$ cat src/rtl/dpb_pkg.sv
package dpb_pkg;

    localparam int DEFAULT_MAX_WIDTH  = 4096;
    localparam int DEFAULT_MAX_HEIGHT = 4096;
    localparam int QUEUE_DEPTH        = 2;

    localparam int DEPTH_W    = 24;
    localparam int Z_W        = 23;
    localparam int COORD_W    = 32;
    localparam int COLOR_W    = 8;
    localparam int INV_W      = 24;
    localparam int CENTER_W   = 16;
    localparam int IWIDTH_W   = 13;
    localparam int CFG_IDX_W  = 3;
    localparam int CFG_DATA_W = 24;

    // register indexes
    localparam logic [CFG_IDX_W-1:0] REG_INV_FOCAL_X   = 3'd0;
    localparam logic [CFG_IDX_W-1:0] REG_INV_FOCAL_Y   = 3'd1;
    localparam logic [CFG_IDX_W-1:0] REG_CENTER_X      = 3'd2;
    localparam logic [CFG_IDX_W-1:0] REG_CENTER_Y      = 3'd3;
    localparam logic [CFG_IDX_W-1:0] REG_MAX_DEPTH     = 3'd4;
    localparam logic [CFG_IDX_W-1:0] REG_COLOR_PRESENT = 3'd5;
    localparam logic [CFG_IDX_W-1:0] REG_IMAGE_WIDTH   = 3'd6;

    // reset values
    localparam logic [INV_W-1:0]    RST_INV_FOCAL = 24'd16777;
    localparam logic [CENTER_W-1:0] RST_CENTER_X  = 16'd10240;
    localparam logic [CENTER_W-1:0] RST_CENTER_Y  = 16'd7680;
    localparam logic [Z_W-1:0]      RST_MAX_DEPTH = 23'd6553600;
    localparam logic [IWIDTH_W-1:0] RST_IWIDTH    = 13'd1280;

    typedef struct packed {
        logic [INV_W-1:0]    inv_focal_x;
        logic [INV_W-1:0]    inv_focal_y;
        logic [CENTER_W-1:0] center_x;
        logic [CENTER_W-1:0] center_y;
        logic [Z_W-1:0]      max_depth;
        logic                color_present;
        logic [IWIDTH_W-1:0] image_width;
    } t_cfg;

endpackage

$ cat src/rtl/dpb_fifo.sv
module dpb_fifo #(
    parameter int W     = 8,
    parameter int DEPTH = dpb_pkg::QUEUE_DEPTH
) (
    input  logic         i_clk,
    input  logic         i_rst_n,
    input  logic         i_push,
    input  logic [W-1:0] i_data,
    output logic         o_full,
    input  logic         i_pop,
    output logic [W-1:0] o_data,
    output logic         o_empty
);
    localparam int PW = (DEPTH > 1) ? $clog2(DEPTH) : 1;
    localparam int CW = $clog2(DEPTH + 1);

    logic [W-1:0]  r_mem [DEPTH];
    logic [PW-1:0] r_wr, n_wr, r_rd, n_rd;
    logic [CW-1:0] r_cnt, n_cnt;
    logic          w_wr, w_rd;

    assign o_full  = (r_cnt == CW'(DEPTH));
    assign o_empty = (r_cnt == '0);
    assign o_data  = r_mem[r_rd];
    assign w_wr    = i_push && !o_full;
    assign w_rd    = i_pop && !o_empty;

    always_comb begin
        n_wr  = r_wr;
        n_rd  = r_rd;
        n_cnt = r_cnt;
        if (w_wr) begin
            n_wr = (r_wr == PW'(DEPTH - 1)) ? '0 : r_wr + PW'(1);
        end
        if (w_rd) begin
            n_rd = (r_rd == PW'(DEPTH - 1)) ? '0 : r_rd + PW'(1);
        end
        if (w_wr && !w_rd) begin
            n_cnt = r_cnt + CW'(1);
        end else if (w_rd && !w_wr) begin
            n_cnt = r_cnt - CW'(1);
        end
    end

    always_ff @(posedge i_clk) begin
        if (!i_rst_n) begin
            r_wr  <= '0;
            r_rd  <= '0;
            r_cnt <= '0;
        end else begin
            r_wr  <= n_wr;
            r_rd  <= n_rd;
            r_cnt <= n_cnt;
        end
    end

    always_ff @(posedge i_clk) begin
        if (w_wr) begin
            r_mem[r_wr] <= i_data;
        end
    end

endmodule

$ cat config.mk
export PLATFORM = sky130hd
export DESIGN_NAME = dpb_fifo
export DESIGN_NICKNAME = d
export VERILOG_FILES = /design/src/rtl/dpb_pkg.sv /design/src/rtl/dpb_fifo.sv
export SDC_FILE = /design/constraint.sdc
export NUM_CORES = 1
export LEC_CHECK = 0
export BUFFER_PORTS_ARGS = -buffer_cell sky130_fd_sc_hd__buf_2
export CAP_MARGIN = 30
export CORE_MARGIN = 4
export CORE_UTILIZATION = 49
export DETAILED_ROUTE_END_ITERATION = 10
export PLACE_DENSITY = 0.75
export SYNTH_ARGS = -nofsm -noshare
export SYNTH_HDL_FRONTEND = slang
export SYNTH_SLANG_ARGS = --single-unit
$ cat constraint.sdc
create_clock -name i_clk -period 1.9 [get_ports i_clk]
set_input_delay 0.19 -clock i_clk [delete_from_list [all_inputs] [get_ports i_clk]]
set_output_delay 0.19 -clock i_clk [all_outputs]
set_load 0.03 [all_outputs]
Yosys cells after proc, flatten, opt, wreduce, memory -nomap -nowiden
Memories as Yosys holds them, arrays and structs flattened. A register that Yosys moved wholly into a read port is not among the register bits.
Index checks and enable logic that the tools add are counted.
{"block": "totals", "in_bits": 12, "register_bits": 4, "ram_bits": 16, "n_memories": 1}
{"name": "r_mem", "depth": 2, "word_bits": 8, "rd": 1, "rd_ports_with_merged_regs": 1, "write_ports": 1, "line": "dpb_fifo.sv:17", "source": "logic [W-1:0] r_mem [DEPTH];"}
{"block": "op_classes", "eq_ne": 1, "reduce_logical": 10, "addsub": 4, "n_mux": 8}
{"operator": "1-bit 2-to-1 mux", "count": 6}
{"operator": "1-bit logical AND", "count": 4}
{"operator": "1-bit zero test", "count": 4}
{"operator": "2-bit 2-to-1 mux", "count": 2}
{"operator": "1-bit adder, second input constant", "count": 2}
{"operator": "2-bit by 1-bit adder with 2-bit output, second input constant", "count": 1}
{"operator": "2-bit == test, second input constant", "count": 1}
{"operator": "2-bit zero test", "count": 1}
{"operator": "2-bit nonzero test", "count": 1}
{"operator": "2-bit by 1-bit subtractor with 2-bit output, second input constant", "count": 1}

Longest topological paths before layout
Gate-level depths: netlist of run 1.
{"block": "depth", "ltp_word": 7, "ltp_mapped": 7, "depth_no_buf": 7}

Worst setup path before layout of run 1
Ideal clock, no wire load.
{"block": "synth_path", "path_type": "reg-to-reg", "start": "register r_cnt[0]", "end": "register r_cnt[1]", "slack_ps": 348, "stages_incl_launch_ff": 7, "required_time_ps": 1830, "t_arrival_ps": 1482, "n_path_buf": 0, "synth_period_minus_slack_ps": 1552, "cell_sequence": "dfxtp_1 -> nand2b_1 -> inv_2 -> nor2_1 -> ha_1 -> or3_1 -> a21boi_1"}
{"block": "synth_via", "elab_chain_cells": 6, "word_cells_on_any_way": 15}
{"element": "start, declared", "line": "dpb_fifo.sv:19", "source": "logic [CW-1:0] r_cnt, n_cnt;"}
{"element": "start signal, assigned", "line": "dpb_fifo.sv:53", "source": "r_cnt <= n_cnt;"}
{"element": "2-bit == test (*)", "line": "dpb_fifo.sv:22", "source": "assign o_full = (r_cnt == CW'(DEPTH));"}
{"element": "named net o_full", "line": "dpb_fifo.sv:9", "source": "output logic o_full,"}
{"element": "1-bit zero test (*)", "line": "dpb_fifo.sv:25", "source": "assign w_wr = i_push && !o_full;"}
{"element": "1-bit logical AND (*)", "line": "dpb_fifo.sv:25"}
{"element": "1-bit zero test", "line": "dpb_fifo.sv:40", "source": "end else if (w_rd && !w_wr) begin"}
{"element": "1-bit logical AND", "line": "dpb_fifo.sv:40"}
{"element": "2-bit nonzero test (no line)"}
The timed path passes the listed nets; every way through them passes the cells marked *. The select of a mux whose other input is x is not followed.
A chain may end at the register's enable or synchronous reset.

==> impl_metrics.tcl, run 1 <==
set metrics [dict create \
    outcome "finished, final reports clean" \
    gp_congestion 0.689 \
    fin_crit_sh 0.831 \
    holdBufCountCts 0 \
    reg2reg_depth 6 \
    coreArea_sq_um 1540 \
    die_width_microns 48.6 \
    clock_latency_ns 0.29 \
    r2r-start "r_cnt[0]$_SDFFE_PN0P_" \
    remaining_drc_errors 0 \
    hpwl_microns 962 \
    path_cells "mux2_2 > buf_2" \
    initial_core_util 0.525 \
    grt_pass1_vias 494 \
    power.density_nw_per_um2 1410 \
    synth_seq_area_share 0.717 \
    synth_top_area_share 0.594 \
    cts-root-buf "clkbuf_4" \
    drt-vias-per-instance 5.29 \
    async_flop_share 0 \
    syn_inst 50 \
    wirelength_mm 1.26 \
    synth_ff_type "edfxtp_1" \
    ys_top_cells_by_area "edfxtp_1 59%, dfxtp_1 12%, mux2_2 11%" \
    swShare 0.356 \
    postCtsSetupBuffers 0 \
    cp_data_required_time_ns 1.71 \
    cpPeakStageDelay_ns 0.54 \
    syn_to_final_growth_pct 19.0 \
    placed_cells_incl_taps 87 \
    die_area_sq_um 2370 \
    setup.worst_path.end_class "output pin" \
    finalNonFillerCells 91 \
    clkPwrFrac 0.147 \
    post_drt_wl_per_cell_microns 13.8 \
    finalHoldViolations 0 \
    cap_violations 0 \
    r2r_slack_ns 0.33 \
    grt_max_degree 12 \
    antenna_cells 0 \
    drive_gt1_frac 0.467 \
    worstPathArrival_ns 1.39 \
    rsz0062_at_grt "no" \
    tritoncts "done" \
    gr-total-overflow 0 \
    synth_edf_count 16 \
    antenna_found_initial 0 \
    skew_ns 0.00718 \
    grt_pass1_wl_mm 2.16 \
    power_frac_comb 0.377 \
    setup.worst_path.start_class "register" \
    cts_max_level 1 \
    yosysUniqueCellTypes 20 \
    synth_seq_cells 21 \
    finalHoldWorstSlack_ns 0.0883 \
    ant_nets 0 \
    fin_nets 89 \
    fmax_mhz 633 \
    worstMarginPinSlew_ns 0.380 \
    path_clk_slew_ns 0.11 \
    endpoint "o_data[2]" \
    p_leak_nw 0.384 \
    period_minus_slack_ns 1.58 \
    n_fill_cell 127 \
    cts.sinks 21 \
    postCtsResizedCells 0 \
    gr-usage-all-layers 0.117 \
    ys_warn_count 0 \
    slew_violations 0 \
    cts_buffers 3 \
    sequentialPowerShare 0.476 \
    peakVddDrop_v 0.000913 \
    die_h_microns 48.6 \
    worstReg2RegEnd "r_cnt[1]$_SDFFE_PN0P_" \
    final.setup.tns_ns 0 \
    cp_max_fo 8 \
    avgSynthCellArea_sq_um 16.2 \
    numPortBuffers 21 \
    clockBufferDepth 2 \
    hold_path_class "input port to register" \
    drtIter0Drc 6 \
    row_count 14 \
    synthesis.nets 63 \
    syn-cell-area_sq_um 810 \
    switchingPower_w 0.000484 \
    p_int_w 0.000875 \
    slew-limit-headroom 0.747 \
    drt_pass1_iterations 3 \
    ioPinCount 22 \
    num_vias 481 \
    critPathKind "register to output pin" \
    setup_viol_count_final 0 \
    synth_top_cell_by_area "edfxtp_1" \
    crit_slowest_cell "dfxtp_1" \
]
through the flow:
stage / area [sq um] / setup slack, ns / power [W] / util
detailed placement: 937 / 0.349 / 0.00117 / 0.608
global route: 963 / 0.210 / 0.00144 / 0.625
CTS: 963 / 0.291 / 0.00137 / 0.625
finish: 963 / 0.321 / 0.00136 / 0.625
floorplan: 810 / 0.348 / 0.00104 / -
global placement: 937 / 0.417 / 0.00116 / 0.608
cell type report:
cell class / count / area [sq um] / share of cell area
sequential: 21 / 581 / 0.603
multi-input combinational: 26 / 216 / 0.225
timing repair buffer: 22 / 113 / 0.117
clock buffer: 4 / 26.3 / 0.0273
tap: 16 / 20.0 / 0.0208
inverter: 2 / 7.51 / 0.00779
power by group through the flow:
stage	sequential [W]	clock, W	combinational (W)
3_5_place_dp	0.000658	0	0.000516
5_1_grt	0.000661	0.000223	0.000557
2_1_floorplan	0.000626	0	0.000412
4_1_cts	0.000648	0.000208	0.000519
6_report	0.000646	0.000200	0.000513
3_3_place_gp	0.000654	0	0.000505
cells in the mapped netlist (2+ instances only):
cell type,count
nor2_1,2
and2_1,3
xnor2_1,2
mux2_2,8
edfxtp_1,16
dfxtp_1,5
placed cells by master (no fill, tap or decap), types with 2 or more instances in the layout:
master and count:
clkbuf_4 3, and2_1 3, buf_2 21, xnor2_1 2, nor2_1 2, edfxtp_1 16, mux2_2 8, dfxtp_1 5
metal layers:
| layer | GRT usage | wire, microns |
|---|---|---|
| met3 | 0.0491 | 96 |
| met5 | 0 | 0 |
| met4 | 0.0404 | 9 |
| met2 | 0.191 | 644 |
| met1 | 0.137 | 508 |
logic make-up (layout without fill, tap and decap cells):
| family | Yosys count | count (layout) | share of synthesized area |
|---|---|---|---|
| flops | 21 | 21 | 0.717 |
| simple gates | 9 | 9 | 0.0680 |
| mux | 8 | 8 | 0.111 |
| compound gates | 5 | 5 | 0.0402 |
| xor+xnor | 3 | 3 | 0.0325 |
| buf+inv | 3 | 28 | 0.0154 |
| fa+ha+maj | 1 | 1 | 0.0155 |
worst max-delay path, delay by kind of cell, from the launching register on:
family                 cells  cell delay (ns)
muxes                      1             0.38
buffers and inverters      1             0.18
DFF                        1             0.54
flip-flops by register name (all words and copies together), names as in the netlist, named ones only:
signal / flops
r_cnt: 2
r_mem: 16
r_rd: 1
r_wr: 1
how the worst min path moves through the flow:
stage,startpoint,endpoint,slack (ns),depth (start not counted)
2_1_floorplan,i_data[0],r_mem[0][0]$_DFFE_PP_,0.29,0
3_3_place_gp,i_data[7],r_mem[0][7]$_DFFE_PP_,0.38,1
3_5_place_dp,i_data[4],r_mem[0][4]$_DFFE_PP_,0.38,1
4_1_cts,i_data[4],r_mem[0][4]$_DFFE_PP_,0.08,1
5_1_grt,i_data[4],r_mem[1][4]$_DFFE_PP_,0.07,1
6_report,i_data[1],r_mem[0][1]$_DFFE_PP_,0.09,1
Power figures use the tool's default switching activity.
==> run 2: changes to the inputs <==
--- a/config.mk
+++ b/config.mk
@@ -5,6 +5,7 @@
 export SDC_FILE = /design/constraint.sdc
 export NUM_CORES = 1
 export LEC_CHECK = 0
+export ABC_AREA = 1
 export BUFFER_PORTS_ARGS = -buffer_cell sky130_fd_sc_hd__buf_2
 export CAP_MARGIN = 30
 export CORE_MARGIN = 4
==> constraint.sdc (replaced) <==
create_clock -name i_clk -period 1.5 [get_ports i_clk]
set_input_delay 0.15 -clock i_clk [delete_from_list [all_inputs] [get_ports i_clk]]
set_output_delay 0.15 -clock i_clk [all_outputs]
set_load 0.03 [all_outputs]
==> run 2 against run 1 <==
Final cell count up 15%. Sequential share of layout area down 1.2 points. Clock power up 28%. Clock skew down 0.0062 ns. Wire length down 1.7%. Area after synthesis up 1.7%. Count of clock-buffer cells in the layout unchanged. Critical endpoint unchanged. Largest power group unchanged.
==> impl_metrics.tcl, run 2 <==
set metrics [dict create \
    ys_warn_count 0 \
    setup.worst_path.end_class "output pin" \
    setup.worst_path.start_class "register" \
    ys_top_cells_by_area "edfxtp_1 58%, dfxtp_1 12%, mux2_2 11%" \
    clkPwrFrac 0.151 \
    peakVddDrop_v 0.00106 \
    cp_max_fo 8 \
    switchingPower_w 0.000620 \
    min-delay-start "i_data[4]" \
    utilization 0.644 \
    worstMarginPinSlew_ns 0.163 \
    syn_to_final_growth_pct 20.7 \
    clockBufferDepth 2 \
    clock_latency_ns 0.29 \
    grt_pass1_wl_mm 2.03 \
    num_vias 514 \
    largest_registers "r_mem: 16 flops, r_cnt: 2 flops" \
    p_int_w 0.00108 \
    coreArea_sq_um 1540 \
    dpl_cell_area_sq_um 961 \
    drt_pass1_iterations 3 \
    hpwl_microns 988 \
    r2r-start "r_cnt[1]$_SDFFE_PN0P_" \
    top_register "r_mem" \
    drive_gt1_frac 0.461 \
    cp_data_required_time_ns 1.35 \
    cts_max_level 1 \
    r2r_slack_ns 0.14 \
    swShare 0.365 \
    power_frac_comb 0.363 \
    cts_buffers 3 \
    fin_crit_sh 0.926 \
    drtIter0Drc 5 \
    drt-vias-per-instance 4.90 \
    rsz0062_at_grt "no" \
    avgSynthCellArea_sq_um 13.1 \
    synth_top_area_share 0.584 \
    cts-root-buf "clkbuf_4" \
    synth_top_cell_by_area "edfxtp_1" \
    ioPinCount 22 \
    grt_pass1_vias 497 \
    fmax_mhz 720 \
    yosysMostFrequentCell "edfxtp_1" \
    cts.sinks 21 \
    final_cell_mix "21 x buf_2, 16 x edfxtp_1, 9 x nor2_1" \
    worstPathArrival_ns 1.24 \
    skew_ns 0.000993 \
    antenna_cells 0 \
    finalHoldWorstSlack_ns 0.0354 \
    grt_max_degree 12 \
    gr-total-overflow 0 \
    critPathKind "register to output pin" \
    die_h_microns 49.0 \
    initial_core_util 0.534 \
    setup_viol_count_final 0 \
    wirelength_mm 1.24 \
    antenna_found_initial 0 \
    async_flop_share 0 \
    synth_seq_cells 21 \
    period_minus_slack_ns 1.39 \
    final_common_cell "buf_2" \
    synth_seq_area_share 0.705 \
    fin_area_sq_um 993 \
    worst_slack_ns 0.111 \
    fin_nets 103 \
    tritoncts "done" \
    synthesis.nets 76 \
    slew-limit-headroom 0.892 \
    synth_edf_count 16 \
    slew_violations 0 \
    p_leak_nw 0.420 \
    numPortBuffers 21 \
    postCtsResizedCells 1 \
    cap_violations 0 \
    die_width_microns 49.0 \
    hold_path_class "input port to register" \
    syn-cell-area_sq_um 823 \
    path_clk_slew_ns 0.10 \
    final.setup.tns_ns 0 \
    holdBufCountCts 0 \
    power.density_nw_per_um2 1710 \
    gp_congestion 0.726 \
    postCtsSetupBuffers 0 \
    synth_ff_type "edfxtp_1" \
    syn_inst 63 \
    largest_reg_flops 16 \
    sequentialPowerShare 0.486 \
    die_area_sq_um 2400 \
    outcome "finished, final reports clean" \
    ys_top_cells_by_count "16 x edfxtp_1, 10 x nor2_1, 8 x inv_1, 8 x mux2_2, 6 x nand2_1" \
    finalHoldViolations 0 \
    ant_nets 0 \
    gr-usage-all-layers 0.108 \
    n_fill_cell 124 \
    post_drt_wl_per_cell_microns 11.8 \
    row_count 14 \
    post-place-ws_ns 0.111 \
    yosysUniqueCellTypes 15 \
    remaining_drc_errors 0 \
]
run 2: worst max-delay path, stage by stage (launching register included):
cell and delay (ns):
dfxtp_4 0.42, mux2_2 0.35, buf_2 0.18
run 2: worst paths after layout:
check / endpoint / cells after the start
worst max register to register: r_cnt[1]$_SDFFE_PN0P_ / 9
worst min-delay path: r_mem[1][4]$_DFFE_PP_ / 1
worst max-delay path: o_data[2] / 2
worst min register to register: r_wr$_SDFFE_PN0N_ / 2
run 2: power groups by stage:
stage	clock network [W]	logic, W	registers (W)
6_report	0.000256	0.000617	0.000827
3_5_place_dp	0	0.000626	0.000833
5_1_grt	0.000290	0.000677	0.000840
4_1_cts	0.000265	0.000628	0.000822
3_3_place_gp	0	0.000616	0.000827
2_1_floorplan	0	0.000496	0.000796
run 2: layer usage:
layer / up-vias / part of all wire / track usage
li1: 265 / - / -
met1: 234 / 0.41 / 0.118
met2: 15 / 0.52 / 0.196
met3: 0 / 0.069 / 0.0306
met4: 0 / 0 / 0.0404
met5: - / 0 / 0
run 2: cell families (layout without fill, tap and decap cells):
| kind of cell | count (synthesis) | in the layout | synth area share |
|---|---|---|---|
| compound gates | 4 | 4 | 0.0289 |
| fa+ha+maj | 1 | 1 | 0.0152 |
| buf+inv | 10 | 36 | 0.0471 |
| flops | 21 | 21 | 0.705 |
| mux | 8 | 8 | 0.109 |
| simple gates | 19 | 19 | 0.0942 |
run 2: final cells by class:
class,instances,area [sq um],area share
Clock buffer,4,26.3,0.0264
Tap cell,16,20.0,0.0202
Timing Repair Buffer,23,120,0.121
Sequential cell,21,587,0.591
Multi-Input combinational cell,32,206,0.208
Inverter,9,33.8,0.0340
run 2: through the flow:
| stage | power, W | std cells |
|---|---|---|
| floorplan | 0.00129 | 63 |
| global placement | 0.00144 | 101 |
| detailed placement | 0.00146 | 101 |
| CTS | 0.00171 | 105 |
| global route | 0.00181 | 105 |
| finish | 0.00170 | 105 |
